==> config.mk <==
export PLATFORM = sky130hd
export DESIGN_NAME = tbb_queue
export DESIGN_NICKNAME = d
export VERILOG_FILES = /design/src/hdl/transformed_bounding_box_macros.svh /design/src/hdl/tbb_pkg.sv /design/src/hdl/tbb_queue.sv
export SDC_FILE = /design/constraint.sdc
export NUM_CORES = 1
export LEC_CHECK = 0
export ABC_CLOCK_PERIOD_IN_PS = 9300
export BUFFER_PORTS_ARGS = -buffer_cell sky130_fd_sc_hd__buf_4
export CAP_MARGIN = 20
export CORE_AREA = 2 2 253 504
export CTS_CLUSTER_SIZE = 40
export DETAILED_ROUTE_END_ITERATION = 8
export DIE_AREA = 0 0 255 506
export GPL_TIMING_DRIVEN = 0
export HOLD_SLACK_MARGIN = 0.05
export SETUP_SLACK_MARGIN = 0.02
export SYNTH_ARGS = -nofsm -noshare
export SYNTH_HDL_FRONTEND = slang
export SYNTH_SLANG_ARGS = --single-unit
==> constraint.sdc <==
create_clock -name clock -period 9.3 [get_ports clock]
set_clock_uncertainty 0.2 [all_clocks]
set_input_delay 1.395 -clock clock [delete_from_list [all_inputs] [get_ports clock]]
set_output_delay 1.395 -clock clock [all_outputs]
set_load 0.01 [all_outputs]
==> src/hdl/transformed_bounding_box_macros.svh <==
// Assertion macros for the bounding box RTL.
`ifndef TRANSFORMED_BOUNDING_BOX_MACROS_SVH
`define TRANSFORMED_BOUNDING_BOX_MACROS_SVH

`ifndef ASSERT_OFF
// General property check, disabled while reset is high
`define TBB_ASSERT(label, clk, rst, prop, msg) \
   label: assert property (@(posedge clk) disable iff (rst) prop) else $error(msg);
// Condition that must never be seen at a clock edge
`define TBB_ASSERT_NEVER(label, clk, rst, cond, msg) \
   label: assert property (@(posedge clk) disable iff (rst) !(cond)) else $error(msg);
`else
`define TBB_ASSERT(label, clk, rst, prop, msg)
`define TBB_ASSERT_NEVER(label, clk, rst, cond, msg)
`endif

`endif

==> src/hdl/tbb_pkg.sv <==
`default_nettype none

package tbb_pkg;

   // Field widths
   localparam int unsigned COORD_W    = 32;
   localparam int unsigned COEF_W     = 20;
   localparam int unsigned ROW_W      = 3 * COEF_W;
   localparam int unsigned FRAC_SHIFT = 14;
   localparam int unsigned PROD_W     = COEF_W + COORD_W;
   localparam int unsigned SUM_W      = PROD_W + 4;
   localparam int unsigned CSR_IDX_W  = 3;
   localparam int unsigned CSR_DATA_W = ROW_W;

   // Register indexes
   localparam logic [CSR_IDX_W-1:0] CSR_ROW_X_COEFFS = 3'd0;
   localparam logic [CSR_IDX_W-1:0] CSR_ROW_Y_COEFFS = 3'd1;
   localparam logic [CSR_IDX_W-1:0] CSR_ROW_Z_COEFFS = 3'd2;
   localparam logic [CSR_IDX_W-1:0] CSR_OFFSET_X     = 3'd3;
   localparam logic [CSR_IDX_W-1:0] CSR_OFFSET_Y     = 3'd4;
   localparam logic [CSR_IDX_W-1:0] CSR_OFFSET_Z     = 3'd5;

   // 1.0 in Q6.14 and one half LSB of the Q16.16 result in Q*.30
   localparam logic [COEF_W-1:0]       COEF_ONE   = 20'd16384;
   localparam logic signed [SUM_W-1:0] ROUND_HALF = 56'sd8192;

   typedef struct packed {
      logic signed [COORD_W-1:0] point_x;
      logic signed [COORD_W-1:0] point_y;
      logic signed [COORD_W-1:0] point_z;
      logic                      last_vertex;
   } req_payload_type;

   typedef struct packed {
      logic signed [COORD_W-1:0] center_x;
      logic signed [COORD_W-1:0] center_y;
      logic signed [COORD_W-1:0] center_z;
      logic [COORD_W-1:0]        extent_x;
      logic [COORD_W-1:0]        extent_y;
      logic [COORD_W-1:0]        extent_z;
   } rsp_payload_type;

   // Transformed vertex, axis 0 is x
   typedef struct packed {
      logic                     last;
      logic [2:0][COORD_W-1:0]  coord;
   } vertex_type;

   typedef struct packed {
      logic       valid;
      vertex_type data;
   } queue_head_type;

   typedef struct packed {
      logic s1_valid;
      logic s2_valid;
   } front_status_type;

   // Signed 20 x 32 product, operands sign extended to the product width
   function automatic logic signed [PROD_W-1:0] mul_coef(input logic [COEF_W-1:0] c,
                                                         input logic [COORD_W-1:0] p);
      logic signed [PROD_W-1:0] ce;
      logic signed [PROD_W-1:0] pe;
      ce = $signed({{(PROD_W-COEF_W){c[COEF_W-1]}}, c});
      pe = $signed({{(PROD_W-COORD_W){p[COORD_W-1]}}, p});
      return ce * pe;
   endfunction

endpackage

`default_nettype wire

==> src/hdl/tbb_queue.sv <==
`default_nettype none

// Small first-word-fall-through queue of transformed vertices.
module tbb_queue import tbb_pkg::*; #(
   parameter int unsigned DEPTH = 8
) (
   input  wire logic                        clock,
   input  wire logic                        reset,
   input  wire logic                        push,
   input  wire vertex_type                  push_data,
   input  wire logic                        pop,
   output queue_head_type                   head,
   output logic                             full,
   output logic [$clog2(DEPTH+1)-1:0]       count
);

   localparam int unsigned PTR_W = (DEPTH > 1) ? $clog2(DEPTH) : 1;
   localparam int unsigned CNT_W = $clog2(DEPTH+1);

   vertex_type             mem_ff [DEPTH];
   logic [PTR_W-1:0]       wr_ptr_ff;
   logic [PTR_W-1:0]       wr_ptr_in;
   logic [PTR_W-1:0]       rd_ptr_ff;
   logic [PTR_W-1:0]       rd_ptr_in;
   logic [CNT_W-1:0]       count_ff;
   logic [CNT_W-1:0]       count_in;

   // Pointer wrap and occupancy
   always_comb begin
      wr_ptr_in = wr_ptr_ff;
      rd_ptr_in = rd_ptr_ff;
      if (push) begin
         wr_ptr_in = (wr_ptr_ff == PTR_W'(DEPTH-1)) ? '0 : wr_ptr_ff + 1'b1;
      end
      if (pop) begin
         rd_ptr_in = (rd_ptr_ff == PTR_W'(DEPTH-1)) ? '0 : rd_ptr_ff + 1'b1;
      end
      count_in = count_ff + CNT_W'(push) - CNT_W'(pop);
   end

   always_ff @(posedge clock) begin
      if (reset) begin
         wr_ptr_ff <= '0;
         rd_ptr_ff <= '0;
         count_ff  <= '0;
      end else begin
         wr_ptr_ff <= wr_ptr_in;
         rd_ptr_ff <= rd_ptr_in;
         count_ff  <= count_in;
      end
   end

   // Entry storage
   always_ff @(posedge clock) begin
      if (push) begin
         mem_ff[wr_ptr_ff] <= push_data;
      end
   end

   assign head.valid = (count_ff != '0);
   assign head.data  = mem_ff[rd_ptr_ff];
   assign full       = (count_ff == CNT_W'(DEPTH));
   assign count      = count_ff;

endmodule

`default_nettype wire

**Yosys cells after proc, flatten, opt, wreduce, memory -nomap -nowiden**

Memory sizes are Yosys's and may differ from the RTL's. A register that Yosys moved wholly into a read port is not among the register bits.
Cells that the tools add are included.

- Word-level logic and storage cells: 18
- Bits of input ports: 101
- Memory bits (writable): 776
- Bits in registers: 10
- Output and inout port bits: 103
- Memories: 1

- Multiplexer cells: 6
- Add/subtract/negate cells: 4
- Reduce and logical (&&, ||, !) cells: 1
- Eq/ne operators: 3

Memories:

| name | depth | bits a word | read ports | clocked after Yosys merged registers in | wr ports | line | source |
|---|---|---|---|---|---|---|---|
| mem_ff | 8 | 97 | 1 | 1 | 1 | tbb_queue.sv:20 | `vertex_type mem_ff [DEPTH];` |

Operators with widths:

| kind | count |
|---|---|
| 2-to-1 mux 3 bit | 4 |
| adder 3 x 1 -> 3 bit (second input constant) | 2 |
| equality test 3 bit (second input constant) | 2 |
| adder 4 x 1 -> 4 bit | 1 |
| equality test 4 bit (second input constant) | 1 |
| nonzero test 4 bit | 1 |
| subtractor 4 x 1 -> 4 bit | 1 |
| 2-to-1 mux 1 bit | 2 |

**Depth between registers and ports, before layout**

Gate-level depths: netlist (run 1).

- Word-level depth: 4
- Mapped depth: 8
- Gate-level depth less buffers: 8

**Worst setup path after synthesis (run 1)**

No wires, ideal clock.

- Path kind: input to register
- From: input port push
- To: memory mem_ff[0][0] (netlist name), enable pin
- Data required time: 8.428 ns
- Library setup time: 0.672 ns
- Slack: 0.365 ns
- Stages: 2
- Buffers on the path: 0
- Arrival time: 8.063 ns
- Cell sequence: nand2b_1 > nor3_1

- Cells in the longest elaborated chain, start to end: 2

Ends and longest elaborated chain:

| item | line | source |
|---|---|---|
| from (decl) | tbb_queue.sv:9 | `input wire logic push,` |
| 2-to-1 mux 1 bit | tbb_queue.sv:55 | `if (push) begin` |
| 2-to-1 mux 1 bit (implied by the code) | tbb_queue.sv:56 | `mem_ff[wr_ptr_ff] <= push_data;` |
| to (decl) | tbb_queue.sv:20 |  |

No other way between the ends.

==> results of run 1 <==
## layer usage
metal	vias up	part of all wire (%)
li1	5773	-
met1	7272	39
met2	346	53
met3	107	5.3
met4	8	2.5
met5	-	0.063
## logic make-up after synthesis
kind of cell | after synthesis
compound gates | 6
fa+ha+maj | 11
xor+xnor | 1
flops | 789
simple gates | 31
buf+inv | 64
mux | 294
## critical path, stage by stage, from the launching register on
cell      delay [ns]
dfxtp_1         0.32
buf_2           0.21
buf_2           0.46
clkbuf_1        0.79
mux4_2          0.41
mux2_2          0.30
buf_4           0.15
## synth_stat cells, drive strengths merged
library cell	n	area [um^2]
fa	1	20.02
nand2b	6	37.54
xor2	1	8.760
o21ai	1	5.000
nor3	2	10.01
dfxtp	13	260.3
nor3b	1	7.510
mux4	194	4369
nor2	14	52.55
nand2	3	11.26
a21oi	4	20.02
clkbuf	21	78.83
mux2	97	1092
ha	10	125.1
mux2i	3	30.03
nand3b	1	7.510
inv	8	30.03
and2	1	6.260
nor2b	2	12.51
a31o	1	8.760
edfxtp	776	23300
nand3	1	5.000
buf	35	282.8
## worst paths after layout
path / cells past startpoint / from / end
worst min register to register: 2 / rd_ptr_ff[2]$_SDFFE_PP0P_ / flop
worst min-delay path: 2 / rd_ptr_ff[2]$_SDFFE_PP0P_ / flop
worst max register to register: 6 / wr_ptr_ff[0]$_SDFFE_PP0P_ / mem_ff[1][50]$_DFFE_PP_
worst max-delay path: 6 / flop / head[51]
## power by group
group | total, mW | internal [mW] | switching (mW)
Sequential | 4.00 | 3.98 | 0.0218
Clock | 2.97 | 1.66 | 1.31
Combinational | 0.629 | 0.315 | 0.314
Total | 7.60 | 5.96 | 1.64
## registers in the layout (all words and copies together), names as in the netlist, named ones only
signal and cells:
mem_ff 776, count 4, rd_ptr_ff 3, wr_ptr_ff 3
## per-stage QoR
stage               setup WS [ns]  std cells  utilization, %  cell area, um^2  power [mW]
global placement           -9.266       3073           26.62            33400       4.714
finish                      4.404       3268           29.29            36750       7.604
CTS                         4.191       3265           29.29            36750       7.728
floorplan                  0.3653       1196               -            29780       4.416
detailed placement          4.920       3132           27.42            34400       4.729
global route                4.167       3268           29.29            36750       7.891
## area by class of cell
class / instances / share of cell area [%]
antenna: 3 / 0.02043
buffer: 56 / 0.9838
clock buffer: 90 / 5.375
clock inverter: 43 / 1.011
inverter: 8 / 0.08170
multi-input combinational: 343 / 16.01
sequential: 789 / 64.11
tap: 1674 / 5.699
timing repair buffer: 262 / 6.710
==> flow_metrics.env, run 1 <==
export IMPL_synth_seq_area_share_pct=79.11
export IMPL_cts_sinks=789
export IMPL_grt_antenna_before_repair=7
export IMPL_p_leak_nw=11.48
export IMPL_muxShareOfSynthArea_pct=18.44
export IMPL_first_pass_iters=5
export IMPL_p_per_area_nw_per_um2=206.9
export IMPL_viasPerCell=4.133
export IMPL_synth_distinct_cells=25
export IMPL_r2r_setup_slack_ns=6.51
export IMPL_grt_pass1_wl_um=106300
export IMPL_fillers=12150
export IMPL_drive_gt1_share_pct=43.87
export IMPL_worst_pin_slew_ns=1.001
export IMPL_finalWirelength_um=74560
export IMPL_seq_area_um2=23560
export IMPL_rsz0062_at_grt="no"
export IMPL_grt_overflow=0
export IMPL_worstSetupEndpointType="output port"
export IMPL_slew_headroom_pct=33.29
export IMPL_first_global_vias=15120
export IMPL_finalHoldWorstSlack_ns=0.3597
export IMPL_die_w_um=255
export IMPL_drc=0
export IMPL_multi_input_area_um2=5884
export IMPL_die_y_um=506
export IMPL_finalSetupViolCount=0
export IMPL_critPathRequiredTime_ns=7.71
export IMPL_synthAdderAreaFrac_pct=0.4873
export IMPL_final_cell_mix="776 x edfxtp_1, 207 x buf_4, 194 x mux4_2, 97 x mux2_2, 77 x clkbuf_16"
export IMPL_antenna_left=0
export IMPL_cts_resized=0
export IMPL_vdd_ir_drop_worst_v=0.0001665
export IMPL_min_period_over_period_pct=52.65
export IMPL_status="complete, no violations"
export IMPL_synth_compound_area_share_pct=0.1134
export IMPL_clkTransAtPathRegs_ns=0.07
export IMPL_timing_hold_violations_final=0
export IMPL_dieArea_um2=129000
export IMPL_vias=13510
export IMPL_worstSetupPathType="flop to output port"
export IMPL_fin_crit_ns=4.896
export IMPL_hp_class="flop to flop"
export IMPL_final_common_cell="edfxtp_1"
export IMPL_grt_max_degree=22
export IMPL_syn_nets=1308
export IMPL_areaGrowthSynthToFinish_pct=23.40
export IMPL_netlist_area_um2=29780
export IMPL_hpwl_um=50690
export IMPL_cts_tree="built"
export IMPL_clk_path_buf_depth=3
export IMPL_use_met1_pct=13.29
export IMPL_initial_core_util_pct=23.74
export IMPL_ys_seq_elements=789
export IMPL_max_freq_mhz=204.2
export IMPL_pin_count=204
export IMPL_maxCapViolCount=0
export IMPL_clkLatencyLatePin_ns=0.63
export IMPL_cts_buffers=74
export IMPL_tns_ns=0
export IMPL_port_buffers=203
export IMPL_hold_buffers=0
export IMPL_num_rows=184
export IMPL_synth_xor_area_share_pct=0.02941
export IMPL_startpoint_type="flop"
export IMPL_netlist_instances=1196
export IMPL_grt_util_met3_pct=2.585
export IMPL_grt_use_total_pct=11.67
export IMPL_layout_nets=1646
export IMPL_cp_data_arrival_time_ns=3.30
export IMPL_first_iter_violations=820
export IMPL_gp_congestion=0.6973
export IMPL_drv_slew=0
export IMPL_synth_top_family_by_area="multiplexers"
export IMPL_syn_area_per_cell_um2=24.90
export IMPL_synth_simple_area_share_pct=0.5041
export IMPL_cts_setup_buffers=0
export IMPL_clockRootBuffer="clkbuf_16"
export IMPL_wl_per_cell_um=22.81
export IMPL_grt_most_used_layer="met2"
export IMPL_htree_levels=3
export IMPL_coreArea_um2=125500
export IMPL_worst_path_max_fanout=10
export IMPL_grt_util_met2_pct=21.12
export IMPL_ys_warn_count=0
No activity file was read; power rests on OpenSTA's default activity.
==> inputs of run 2 (changes only) <==
--- a/config.mk
+++ b/config.mk
@@ -5,7 +5,7 @@
 export SDC_FILE = /design/constraint.sdc
 export NUM_CORES = 1
 export LEC_CHECK = 0
-export ABC_CLOCK_PERIOD_IN_PS = 9300
+export ABC_CLOCK_PERIOD_IN_PS = 4200
 export BUFFER_PORTS_ARGS = -buffer_cell sky130_fd_sc_hd__buf_4
 export CAP_MARGIN = 20
 export CORE_AREA = 2 2 253 504
==> constraint.sdc (replaced) <==
create_clock -name clock -period 4.2 [get_ports clock]
set_clock_uncertainty 0.2 [all_clocks]
set_input_delay 0.63 -clock clock [delete_from_list [all_inputs] [get_ports clock]]
set_output_delay 0.63 -clock clock [all_outputs]
set_load 0.01 [all_outputs]
==> run 2 against run 1 <==
  * Total power up 120%
  * Highest routed layer unchanged
  * Flip-flop and latch count unchanged
  * Worst setup slack worse by 4.1 ns
  * Largest power group unchanged
  * Global-route usage down 0.30 points
  * Combinational power up 140%
  * Non-clock buffer count up 83
  * First-iteration DRC count down 3.7%
  * Clock-buffer cell count unchanged
  * Clock power up 110%
  * Critical path depth unchanged
  * Wire length down 2.6%
==> flow_metrics.env, run 2 (synthesized netlist as in run 1, its figures left out) <==
export IMPL_grt_pass1_wl_um=104700
export IMPL_port_buffers=203
export IMPL_first_global_vias=15440
export IMPL_vias=13780
export IMPL_finalSetupViolCount=0
export IMPL_clkLatencyLatePin_ns=0.63
export IMPL_largest_register_ffs=776
export IMPL_worstSetupEndpointType="output port"
export IMPL_timing_hold_violations_final=0
export IMPL_coreArea_um2=125500
export IMPL_r2r_start="wr_ptr_ff[0]$_SDFFE_PP0P_"
export IMPL_first_pass_iters=5
export IMPL_dieArea_um2=129000
export IMPL_drive_gt1_share_pct=41.59
export IMPL_final_common_cell="edfxtp_1"
export IMPL_top_register="mem_ff"
export IMPL_cp_data_arrival_time_ns=3.07
export IMPL_tns_ns=0
export IMPL_totalPowerFinal_mw=16.67
export IMPL_drv_slew=0
export IMPL_p_leak_nw=11.86
export IMPL_min_from="pop"
export IMPL_pin_count=204
export IMPL_die_y_um=506
export IMPL_die_w_um=255
export IMPL_min_period_over_period_pct=92.83
export IMPL_areaGrowthSynthToFinish_pct=26.60
export IMPL_worst_path_max_fanout=10
export IMPL_startpoint_type="flop"
export IMPL_first_iter_violations=790
export IMPL_num_rows=184
export IMPL_critPathRequiredTime_ns=3.37
export IMPL_rr_worst_depth=5
export IMPL_gp_congestion=0.6867
export IMPL_viasPerCell=4.117
export IMPL_status="complete, no violations"
export IMPL_multi_input_area_um2=5897
export IMPL_cts_buffers=74
export IMPL_drc=0
export IMPL_slew_headroom_pct=36.70
export IMPL_antenna_left=0
export IMPL_worst_pin_slew_ns=0.9464
export IMPL_grt_use_total_pct=11.37
export IMPL_grt_max_degree=23
export IMPL_cts_tree="built"
export IMPL_wl_per_cell_um=21.69
export IMPL_cts_sinks=789
export IMPL_p_per_area_nw_per_um2=442.1
export IMPL_hp_class="input pin to flop"
export IMPL_worstSetupPathType="flop to output port"
export IMPL_holdPathStages=3
export IMPL_htree_levels=3
export IMPL_grt_antenna_before_repair=4
export IMPL_seq_area_um2=23560
export IMPL_fillers=12110
export IMPL_clockRootBuffer="clkbuf_16"
export IMPL_clk_path_buf_depth=3
export IMPL_max_freq_mhz=256.5
export IMPL_vdd_ir_drop_worst_v=0.0003842
export IMPL_fin_crit_ns=3.899
export IMPL_hpwl_um=47160
export IMPL_clkTransAtPathRegs_ns=0.06
export IMPL_finalWirelength_um=72580
export IMPL_maxCapViolCount=0
export IMPL_rsz0062_at_grt="no"
export IMPL_layout_nets=1729
export IMPL_initial_core_util_pct=23.74
export IMPL_grt_overflow=0
export IMPL_final_cell_mix="776 x edfxtp_1, 203 x buf_4, 194 x mux4_2, 98 x dlygate4sd3_1, 97 x mux2_2"
run 2: final timing paths:
check	end	slack, ns
max	head[90]	0.30
min	flop	0.15
max reg2reg	mem_ff[0][50]$_DFFE_PP_	1.59
min reg2reg	flop	0.34
run 2: timing repair:
action	4_1_cts	5_1_grt
buffers inserted	0	0
endpoints found under the setup margin	76	0
resized for setup	15	0
hold buffers	98	0
endpoints found under the hold margin	777	0
run 2: critical path, stage by stage, from the launching register on:
cell,delay (ns)
dfxtp_1,0.31
clkbuf_1,0.40
buf_8,0.21
buf_2,0.46
clkbuf_2,0.46
mux2_2,0.41
buf_4,0.15
run 2: cell type report:
| cell class | instances | share of cell area, % |
|---|---|---|
| clock inverter | 40 | 0.8130 |
| sequential | 789 | 62.49 |
| timing repair buffer | 345 | 9.264 |
| antenna | 2 | 0.01327 |
| clock buffer | 90 | 5.127 |
| tap | 1674 | 5.555 |
| multi-input combinational | 343 | 15.64 |
| inverter | 8 | 0.07964 |
| buffer | 56 | 1.022 |
run 2: stage by stage:
step	hold WS [ns]	setup slack, ns	instance area (um^2)	util, %	std cells
after global placement	0.3301	-7.114	33410	26.63	3073
after detailed placement	0.3335	0.5039	34460	27.46	3117
final	0.1499	0.3012	37710	30.05	3347
after floorplan	0.2915	-1.348	29790	-	1196
after global routing	0.1209	0.09311	37700	30.05	3346
after CTS	0.06846	0.04910	37700	30.05	3345
run 2: per-layer routing:
layer / routed length [um] / vias up / track usage [%] / part of all wire, %
met5: 17 / - / 0 / 0.023
met4: 1734 / 2 / 3.939 / 2.4
met3: 3754 / 99 / 2.508 / 5.2
met2: 37850 / 352 / 20.29 / 52
met1: 29230 / 7375 / 13.30 / 40
li1: - / 5953 / - / -
run 2: power breakdown:
part / total (mW) / leakage, nW / internal (mW) / switching (mW)
clock: 6.31 / 1.08 / 3.43 / 2.89
sequential: 8.87 / 7.16 / 8.82 / 0.0468
combinational: 1.49 / 3.62 / 0.780 / 0.711
