<file path="src/hdl/transformed_bounding_box_macros.svh">
// Assertion macros for the bounding box RTL.
`ifndef TRANSFORMED_BOUNDING_BOX_MACROS_SVH
`define TRANSFORMED_BOUNDING_BOX_MACROS_SVH

`ifndef ASSERT_OFF
// General property check, disabled while reset is high
`define TBB_ASSERT(label, clk, rst, prop, msg) \
   label: assert property (@(posedge clk) disable iff (rst) prop) else $error(msg);
// Condition that must never be seen at a clock edge
`define TBB_ASSERT_NEVER(label, clk, rst, cond, msg) \
   label: assert property (@(posedge clk) disable iff (rst) !(cond)) else $error(msg);
`else
`define TBB_ASSERT(label, clk, rst, prop, msg)
`define TBB_ASSERT_NEVER(label, clk, rst, cond, msg)
`endif

`endif

</file>
<file path="src/hdl/tbb_pkg.sv">
`default_nettype none

package tbb_pkg;

   // Field widths
   localparam int unsigned COORD_W    = 32;
   localparam int unsigned COEF_W     = 20;
   localparam int unsigned ROW_W      = 3 * COEF_W;
   localparam int unsigned FRAC_SHIFT = 14;
   localparam int unsigned PROD_W     = COEF_W + COORD_W;
   localparam int unsigned SUM_W      = PROD_W + 4;
   localparam int unsigned CSR_IDX_W  = 3;
   localparam int unsigned CSR_DATA_W = ROW_W;

   // Register indexes
   localparam logic [CSR_IDX_W-1:0] CSR_ROW_X_COEFFS = 3'd0;
   localparam logic [CSR_IDX_W-1:0] CSR_ROW_Y_COEFFS = 3'd1;
   localparam logic [CSR_IDX_W-1:0] CSR_ROW_Z_COEFFS = 3'd2;
   localparam logic [CSR_IDX_W-1:0] CSR_OFFSET_X     = 3'd3;
   localparam logic [CSR_IDX_W-1:0] CSR_OFFSET_Y     = 3'd4;
   localparam logic [CSR_IDX_W-1:0] CSR_OFFSET_Z     = 3'd5;

   // 1.0 in Q6.14 and one half LSB of the Q16.16 result in Q*.30
   localparam logic [COEF_W-1:0]       COEF_ONE   = 20'd16384;
   localparam logic signed [SUM_W-1:0] ROUND_HALF = 56'sd8192;

   typedef struct packed {
      logic signed [COORD_W-1:0] point_x;
      logic signed [COORD_W-1:0] point_y;
      logic signed [COORD_W-1:0] point_z;
      logic                      last_vertex;
   } req_payload_type;

   typedef struct packed {
      logic signed [COORD_W-1:0] center_x;
      logic signed [COORD_W-1:0] center_y;
      logic signed [COORD_W-1:0] center_z;
      logic [COORD_W-1:0]        extent_x;
      logic [COORD_W-1:0]        extent_y;
      logic [COORD_W-1:0]        extent_z;
   } rsp_payload_type;

   // Transformed vertex, axis 0 is x
   typedef struct packed {
      logic                     last;
      logic [2:0][COORD_W-1:0]  coord;
   } vertex_type;

   typedef struct packed {
      logic       valid;
      vertex_type data;
   } queue_head_type;

   typedef struct packed {
      logic s1_valid;
      logic s2_valid;
   } front_status_type;

   // Signed 20 x 32 product, operands sign extended to the product width
   function automatic logic signed [PROD_W-1:0] mul_coef(input logic [COEF_W-1:0] c,
                                                         input logic [COORD_W-1:0] p);
      logic signed [PROD_W-1:0] ce;
      logic signed [PROD_W-1:0] pe;
      ce = $signed({{(PROD_W-COEF_W){c[COEF_W-1]}}, c});
      pe = $signed({{(PROD_W-COORD_W){p[COORD_W-1]}}, p});
      return ce * pe;
   endfunction

endpackage

`default_nettype wire

</file>
<file path="src/hdl/tbb_back.sv">
`default_nettype none

// Back end: running min/max per axis, emits center and size on the last vertex.
module tbb_back import tbb_pkg::*; (
   input  wire logic              clock,
   input  wire logic              reset,
   input  wire queue_head_type    head,
   output logic                   pop,
   output logic                   rsp_valid,
   input  wire logic              rsp_stall,
   output rsp_payload_type        rsp_payload
);

   logic                    box_empty_ff;
   logic [2:0][COORD_W-1:0] low_ff;
   logic [2:0][COORD_W-1:0] low_in;
   logic [2:0][COORD_W-1:0] high_ff;
   logic [2:0][COORD_W-1:0] high_in;
   logic [2:0][COORD_W-1:0] center;
   logic [2:0][COORD_W-1:0] extent;
   logic [COORD_W:0]        pair_sum [3];

   logic                    rsp_valid_ff;
   rsp_payload_type         rsp_payload_ff;
   rsp_payload_type         rsp_payload_in;
   logic                    out_free;

   // A last vertex needs the output register; others pass regardless
   assign out_free = !rsp_valid_ff || !rsp_stall;
   assign pop      = head.valid && (!head.data.last || out_free);

   // Box update, seeded when empty
   always_comb begin
      for (int a = 0; a < 3; a++) begin
         if (box_empty_ff) begin
            low_in[a]  = head.data.coord[a];
            high_in[a] = head.data.coord[a];
         end else begin
            low_in[a]  = ($signed(head.data.coord[a]) < $signed(low_ff[a])) ?
                         head.data.coord[a] : low_ff[a];
            high_in[a] = ($signed(head.data.coord[a]) > $signed(high_ff[a])) ?
                         head.data.coord[a] : high_ff[a];
         end
         pair_sum[a] = {low_in[a][COORD_W-1], low_in[a]} +
                       {high_in[a][COORD_W-1], high_in[a]};
         center[a]   = pair_sum[a][COORD_W:1];
         extent[a]   = high_in[a] - low_in[a];
      end
   end

   always_comb begin
      rsp_payload_in.center_x = center[0];
      rsp_payload_in.center_y = center[1];
      rsp_payload_in.center_z = center[2];
      rsp_payload_in.extent_x = extent[0];
      rsp_payload_in.extent_y = extent[1];
      rsp_payload_in.extent_z = extent[2];
   end

   // Control state
   always_ff @(posedge clock) begin
      if (reset) begin
         box_empty_ff <= 1'b1;
         rsp_valid_ff <= 1'b0;
      end else begin
         if (pop) begin
            box_empty_ff <= head.data.last;
         end
         if (pop && head.data.last) begin
            rsp_valid_ff <= 1'b1;
         end else if (!rsp_stall) begin
            rsp_valid_ff <= 1'b0;
         end
      end
   end

   // Box bounds and result register
   always_ff @(posedge clock) begin
      if (pop) begin
         low_ff  <= low_in;
         high_ff <= high_in;
      end
      if (pop && head.data.last) begin
         rsp_payload_ff <= rsp_payload_in;
      end
   end

   assign rsp_valid   = rsp_valid_ff;
   assign rsp_payload = rsp_payload_ff;

endmodule

`default_nettype wire

</file>
<file path="config.mk">
export PLATFORM = sky130hd
export DESIGN_NAME = tbb_back
export DESIGN_NICKNAME = d
export VERILOG_FILES = /design/src/hdl/transformed_bounding_box_macros.svh /design/src/hdl/tbb_pkg.sv /design/src/hdl/tbb_back.sv
export SDC_FILE = /design/constraint.sdc
export NUM_CORES = 1
export LEC_CHECK = 0
export BUFFER_PORTS_ARGS = -buffer_cell sky130_fd_sc_hd__buf_2
export CELL_PAD_IN_SITES_DETAIL_PLACEMENT = 1
export CELL_PAD_IN_SITES_GLOBAL_PLACEMENT = 1
export CORE_ASPECT_RATIO = 1.4
export CORE_MARGIN = 1.5
export CORE_UTILIZATION = 48
export CTS_CLUSTER_SIZE = 14
export DETAILED_ROUTE_END_ITERATION = 10
export PLACE_DENSITY_LB_ADDON = 0.2
export SYNTH_ARGS = -nofsm -noshare
export SYNTH_HDL_FRONTEND = slang
export SYNTH_SLANG_ARGS = --single-unit
</file>
<file path="constraint.sdc">
create_clock -name clock -period 21.5 [get_ports clock]
set_clock_uncertainty 0.2 [all_clocks]
set_input_delay 1.075 -clock clock [delete_from_list [all_inputs] [get_ports clock]]
set_output_delay 1.075 -clock clock [all_outputs]
set_load 0.01 [all_outputs]
</file>
After elaboration in Yosys (flattened, before gate mapping)
Index checks and enable logic that the tools add are counted.

operators by class
  add/sub/neg operators = 6
  magnitude comparators = 6
  equal/unequal tests = 1
  muxes and demuxes = 14
  reduce and logical (&&, ||, !) cells = 7

operators by type and width
  operator                                                count
  two-way mux 32 bit                                      12
  adder 32 x 32 -> 33 bit                                 3
  greater-than comparator 32 bit                          3
  less-than comparator 32 bit                             3
  subtractor 32 bit                                       3
  zero test 1 bit                                         3
  logical AND 1 bit                                       2
  logical OR 1 bit                                        2
  two-way mux 1 bit                                       2
  inequality test 2 x 1 -> 1 bit (second input constant)  1

word-level totals
  bits in registers = 386
  bits of input ports = 101
  output and inout port bits = 194
  word-level logic and storage cells = 48

Logic depth before layout (Yosys ltp)
Gate-level depths: netlist of the first run.

  depth in word-level cells = 6
  mapped depth = 25
  mapped depth without buffers = 23

Worst setup path after synthesis of the first run
No wires, ideal clock.

  path type = input to register
  start = in head[96] (netlist name)
  end = reg rsp_payload_ff, in the netlist rsp_payload[0], enable pin
  setup time = 0.520 ns
  arrival = 16.916 ns
  data required time = 20.780 ns
  slack = 3.864 ns
  stages on the path = 3
  buffers on the path = 0
  cells stage by stage = a31oi_1 -> nand2_1 -> inv_1

on the way
  cells in the longest elaborated chain, start to end = 4

ends and longest elaborated chain
  item                   RTL line        text
  from (decl)            tbb_back.sv:7   input wire queue_head_type head,
  zero test 1 bit        tbb_back.sv:30  assign pop = head.valid && (!head.data.last || out_free);
  logical OR 1 bit       tbb_back.sv:30
  logical AND 1 bit      tbb_back.sv:30
  logical AND 1 bit (*)  tbb_back.sv:83  if (pop && head.data.last) begin
  to (signal assigned)   tbb_back.sv:84  rsp_payload_ff <= rsp_payload_in;
  to (decl)              tbb_back.sv:24  rsp_payload_type rsp_payload_ff;

Every way passes the cells marked *; elsewhere a longest branch is shown, timed or not.
A chain may end at the register's enable or synchronous reset.

==> flow_summary.toml, run 1 <==
[floorplanning]
core_mm2 = 0.0598
start_util_pct = 48.6
die_y_um = 294
die-width_um = 211
rows = 106
dieArea_mm2 = 0.0620
io_pins = 295

[placed_design]
portBuffers = 294
gp_congestion = 0.925
place_area_mm2 = 0.0313
dp_hpwl_um = 66100

[grt]
grt_pass1_wl_um = 133000
grt_max_degree = 131
track_usage_pct = 27.3
grt_pass1_vias = 24200
gr-total-overflow = 0
antenna_found_initial = 16

[cts]
hold_buffers = 0
clkLatencyLatePin_ns = 0.59
cts_sinks = 386
cts_root_buf = "clkbuf_16"
cts_buffers = 44
cts_tree = "yes"
cts_setup_buffers = 0
clk_pin_slew_ns = 0.06
post_cts_resized = 0
htreeDepth = 2
cts_buffer_depth = 3

[timing]
max_freq_mhz = 127
finalCritPeriodShare_pct = 36.6
relSlewSlack_pct = 30.0
worst_pin_slew_ns = 1.05
setup_viol = 0
slew_violations = 0
period_minus_slack_ns = 7.87
hold_viol = 0
tns_ns = 0
rsz0062_at_grt = "no"

[power]
ir_drop_v = 0.0000663
leakage_nw = 14.6
power_frac_clock_pct = 29.3
pwr-share-comb_pct = 33.6
intPower_mw = 1.76
p_sw_share_pct = 34.0
p_per_area_mw_per_mm2 = 81.5
p_sw_mw = 0.906
total_power_mw = 2.67
pwr-share-seq_pct = 37.1

[detailed_routing]
drt-total-wl_um = 85400
wl_per_cell_um = 22.2
viasPerCell = 5.75
vias = 22200
drc = 0
firstDrtPassIters = 5
dr.first_iter.drc_count = 937
drtAntennaViolNets = 0

[setup_path]
critPathArrivalTime_ns = 8.00
start_kind = "input pin"
end_kind = "flip-flop"
crit_path_top_delay_cell = "a311oi_1"
path_buf_inv = 2
path_class = "in -> reg"
worst_path_most_repeated_cell = "or4_1"
crit_required_ns = 21.63
cp_top_family = "compound AO/OA/AOI/OAI gates"
crit_fanout = 21
slowest_delay_ns = 0.74
path_cells = "buf_2, ha_1, nand4_1, or4_1, or4_1, a311oi_1, or4_1, buf_4, mux2_1, ha_1, a21oi_1, nand2_1, o22a_1, a311oi_1, a21o_1, nor3_1, o31a_1, a41o_1, xor2_1"

[yosys]
synth_fp_nets = 3228
ys.warnings.count = 0
netlist.area_leader.share_pct = 39.7
avgSynthCellArea_um2 = 10.6
syn_inst = 2735
syn_area_mm2 = 0.0290
ys_types = 94
synthArstFlopShare_pct = 0
synth_top_area_cell = "edfxtp_1"
synth_area_leaders = "edfxtp_1 40%, ha_1 17%, xnor2_1 4.2%, inv_1 4.1%, mux2_1 4.0%"
seq_area_frac_synth_pct = 39.8
synth_edf_count = 384
synth_ff_type = "edfxtp_1"
ys_ff_latch = 386

[finish]
final_area_mm2 = 0.0328
nFillCells = 6542
final_util_pct = 54.8
drive_gt1_share_pct = 16.5
syn_to_final_growth_pct = 12.8
layout.nets = 3491

[run]
cap_violations = 0

[status]
outcome = "completed"

[hold_path]
hold_path_class = "reg -> reg"
## cell usage in the layout, fill, tap and decap left out, types with 8 or more instances in the layout
cell type  instances
mux2i_1           79
inv_2             15
xnor2_1          139
xor2_1            26
diode_2           12
ha_1             386
buf_2            294
a21oi_1          212
o21ai_1           19
nand2b_1          30
clkbuf_16         45
mux2_2            83
o21ai_0           63
a221oi_1          11
nand2_1           73
o211ai_1          14
buf_4              8
nor2_1           158
edfxtp_1         384
o21a_1            17
a211oi_1          17
clkinv_1           8
inv_1            313
o21bai_1          54
nand3_1           36
and2_1             8
o31ai_1           13
a31oi_1           20
clkbuf_1           9
a211o_1            9
a21o_1            80
mux2_1           102
or3_1              9
nand4_1           44
nor3_1            40
and3_1            11
or2_2              8
nor4_1             9
nor2b_1           28
a2111oi_0          8
## power by group through the flow
| stage | clock [mW] | combinational [mW] | sequential (mW) |
|---|---|---|---|
| 2_1_floorplan | 0 | 0.585 | 1.03 |
| 3_3_place_gp | 0 | 0.859 | 1.00 |
| 3_5_place_dp | 0 | 0.887 | 1.01 |
| 4_1_cts | 0.803 | 0.898 | 0.991 |
| 5_1_grt | 0.822 | 0.981 | 0.999 |
| 6_report | 0.782 | 0.897 | 0.990 |
## worst min-delay path, cell delays in order, from the launching register on
cell,delay [ns]
dfxtp_1,0.34
nand2_1,0.07
a21oi_1,0.05
## layer usage
metal	global-route usage [%]	vias up	routed length, um
li1	-	10500	-
met1	30.4	11000	33500
met2	51.1	460	44900
met3	3.81	176	3290
met4	12.1	8	3620
met5	0	-	42
## cells by family (layout without fill, tap and decap cells)
group	after synthesis	after routing	synth area share, %
xor gates and xnor gates	165	165	4.98
DFF	386	386	39.8
AOI/OAI and AO/OA	621	621	14.1
other	0	12	0
buffers and inverters	416	713	5.58
and+or+nand+nor	491	491	8.56
adders and majority gates	392	392	17.0
muxes	264	264	9.90
## worst paths after layout
kind | start | endpoint | slack (ns) | depth (start not counted)
worst min register to register | rsp_valid | rsp_valid | 0.31 | 2
worst min-delay path | rsp_valid | rsp_valid | 0.31 | 2
worst max register to register | low_ff[95] | rsp_payload[126] | 13.84 | 19
worst max-delay path | head[95] | rsp_payload[126] | 13.63 | 19
## through the flow
stage / hold WS (ns) / std cells / setup slack [ns]
final: 0.310 / 3854 / 13.63
after global routing: 0.335 / 3852 / 13.37
after CTS: 0.313 / 3842 / 13.72
after detailed placement: 0.305 / 3762 / 13.09
after global placement: 0.281 / 3762 / 13.21
after floorplan: 0.282 / 2735 / 3.86
## synth_stat cells, types with 7 or more instances
| master | instances |
|---|---|
| and2_1 | 8 |
| o21a_1 | 17 |
| and4_1 | 7 |
| o21bai_1 | 54 |
| nand3_1 | 36 |
| mux2i_1 | 79 |
| a21oi_1 | 212 |
| a221oi_1 | 11 |
| a21o_1 | 80 |
| o211ai_1 | 14 |
| ha_1 | 386 |
| xnor2_1 | 139 |
| mux2_2 | 83 |
| a2111oi_0 | 8 |
| nor2b_1 | 28 |
| o31ai_1 | 13 |
| a31oi_1 | 21 |
| mux2_1 | 102 |
| nor3_1 | 40 |
| buf_2 | 25 |
| o21ai_1 | 19 |
| nand2b_1 | 30 |
| a211oi_1 | 17 |
| and3_1 | 11 |
| or2_2 | 8 |
| nand2_1 | 73 |
| nor2_1 | 158 |
| nor4_1 | 9 |
| a211o_1 | 9 |
| edfxtp_1 | 384 |
| clkbuf_1 | 53 |
| inv_2 | 15 |
| or3_1 | 9 |
| o21ai_0 | 64 |
| inv_1 | 314 |
| nand4_1 | 44 |
| xor2_1 | 26 |
## state kept, by name, summed over array words and instances, names as in the netlist
signal        cells
box_empty_ff      1
high_ff          96
low_ff           96
rsp_payload     192
rsp_valid         1
## layout make-up
| class | count | area, um2 | share of cell area (%) |
|---|---|---|---|
| Clock inverter | 26 | 289 | 0.882 |
| Timing Repair Buffer | 303 | 1550 | 4.74 |
| Inverter | 330 | 1250 | 3.80 |
| Clock buffer | 54 | 1160 | 3.54 |
| Multi-Input combinational cell | 1933 | 15900 | 48.5 |
| Antenna cell | 12 | 30.0 | 0.0917 |
| Tap cell | 810 | 1010 | 3.09 |
| Sequential cell | 386 | 11600 | 35.3 |
Note: power is estimated with default switching activity, not from simulation.
==> run 2: changes to the inputs <==
Settings changed: CORE_UTILIZATION 48 to 44.
Clock period 21.5 ns to 6.4 ns, I/O delays scaled along.
==> run 2 against run 1 <==
Final area grew 7.3%. Count of clock-buffer cells in the layout down 5. Clock power rose to 3.6 times the previous value. Worst setup slack got worse by 13 ns. Sequential power rose to 3.4 times the previous value. Total power grew to 3.5 times the previous value. Register-to-register slack lost 14 ns. Critical path depth is 3 higher.
==> flow_summary.toml, run 2 (synthesized netlist as in run 1, its figures left out) <==
[status]
outcome = "completed"

[floorplanning]
core_mm2 = 0.0654
start_util_pct = 44.4
dieArea_mm2 = 0.0676
rows = 111
die-width_um = 220
io_pins = 295
die_y_um = 307

[detailed_routing]
drtAntennaViolNets = 0
drc = 0
vias = 22800
viasPerCell = 5.51
firstDrtPassIters = 5
dr.first_iter.drc_count = 974
wl_per_cell_um = 21.5
drt-total-wl_um = 88800

[grt]
track_usage_pct = 26.3
antenna_found_initial = 7
grt_max_degree = 130
grt_pass1_wl_um = 139000
gr-total-overflow = 0
grt_pass1_vias = 25000

[cts]
clk_pin_slew_ns = 0.06
cts_buffer_depth = 3
htreeDepth = 2
cts_sinks = 386
cts_root_buf = "clkbuf_16"
clkLatencyLatePin_ns = 0.59
cts_tree = "yes"
cts_buffers = 44

[timing]
tns_ns = 0
finalCritPeriodShare_pct = 95.9
period_minus_slack_ns = 6.14
hold_viol = 0
whs_ns = 0.0469
rsz0062_at_grt = "yes"
relSlewSlack_pct = 36.5
worst_pin_slew_ns = 0.952
slew_violations = 0
max_freq_mhz = 163
setup_viol = 0

[placed_design]
gp_congestion = 0.928
portBuffers = 294
dp_hpwl_um = 69500
place_area_mm2 = 0.0325

[setup_path]
path_class = "in -> reg"
crit_required_ns = 6.52
end_kind = "flip-flop"
critPathArrivalTime_ns = 6.25
start_kind = "input pin"
crit_fanout = 11

[finish]
layout.nets = 3740
syn_to_final_growth_pct = 21.1
largest_reg_flops = 192
layout_commonest_cell = "ha_1"
drive_gt1_share_pct = 20.5
final_cell_mix = "386 x ha_1, 384 x edfxtp_1, 312 x inv_1"
final_area_mm2 = 0.0352
nFillCells = 7306

[power]
total_power_mw = 9.40
ir_drop_v = 0.000234
leakage_nw = 15.8
p_per_area_mw_per_mm2 = 267

[run]
cap_violations = 0

[hold_path]
hold_path_class = "in -> reg"
## run 2: cell count changes in the layout (fill, tap and decap cells not counted), sizes merged
cell | previous run | this run
diode | 12 | 4
clkinv | 17 | 18
buf | 303 | 455
dlygate4sd3 | 0 | 97
clkbuf | 54 | 49
bufinv | 6 | 10
clkinvlp | 4 | 2
## run 2: power breakdown
part           switching (mW)  leakage [nW]  internal (mW)  total (mW)
Clock                    1.10         0.751           1.68        2.78
Combinational            1.90          11.3           1.39        3.29
Sequential              0.111          3.69           3.22        3.33
## run 2: routing by layer
layer  part of all wire, %  wire [um]  vias to the layer above  track usage (%)
li1                      -          -                    11000                -
met4                   3.1       2770                        2             8.07
met2                    54      47500                      402             50.2
met3                   3.4       3020                      139             3.74
met5                 0.014         12                        -                0
met1                    40      35500                    11200             29.6
## run 2: worst max-delay path: stages
cell and delay [ns]:
dlygate4sd3_1 0.54, buf_2 0.16, ha_1 0.32, nand4_1 0.19
or4_4 0.59, or4_1 0.54, a311oi_2 0.23, or4_4 0.24
buf_8 0.17, mux2_1 0.37, ha_1 0.33, buf_4 0.15
nor2_1 0.09, a2111oi_4 0.34, buf_4 0.20, o41ai_2 0.09
a221o_1 0.36, a22oi_2 0.29, o31ai_2 0.13, a311o_1 0.39
a21oi_2 0.15, xnor2_1 0.07
## run 2: layout make-up
cell class	instances	area [um2]	share of cell area (%)
flip-flops and latches	386	11600	32.9
well taps	847	1060	3.01
diodes	4	10.0	0.0285
repair buffers	552	3730	10.6
inverters	330	1240	3.54
clock inverters	29	394	1.12
multi-input cells	1933	16000	45.5
clock buffers	49	1140	3.25
## run 2: worst paths after layout
kind               startpoint         endpoint  slack [ns]  depth (start not counted)
setup reg to reg   low_ff[39]  rsp_payload[63]        0.27                         22
hold reg to reg   high_ff[39]      high_ff[39]        0.42                          1
setup / recovery     head[86]  rsp_payload[30]        0.26                         22
hold / removal      rsp_stall     box_empty_ff        0.05                          4
## run 2: timing repair
item                                    4_1_cts  5_1_grt
cloned                                        0        0
pin swaps                                     0        8
endpoints found under the hold margin       169        0
endpoints found under the setup margin        5       35
setup buffers                                 0        5
resized for setup                             2       23
hold buffers                                 97        0
## run 2: through the flow
step / setup WS, ns / cells / util [%]
floorplan: -0.639 / 2735 / -
global placement: 0.00209 / 3946 / 49.6
detailed placement: -0.0541 / 3946 / 49.6
CTS: 0.0581 / 4121 / 53.5
global route: -0.0764 / 4130 / 53.7
finish: 0.261 / 4130 / 53.7
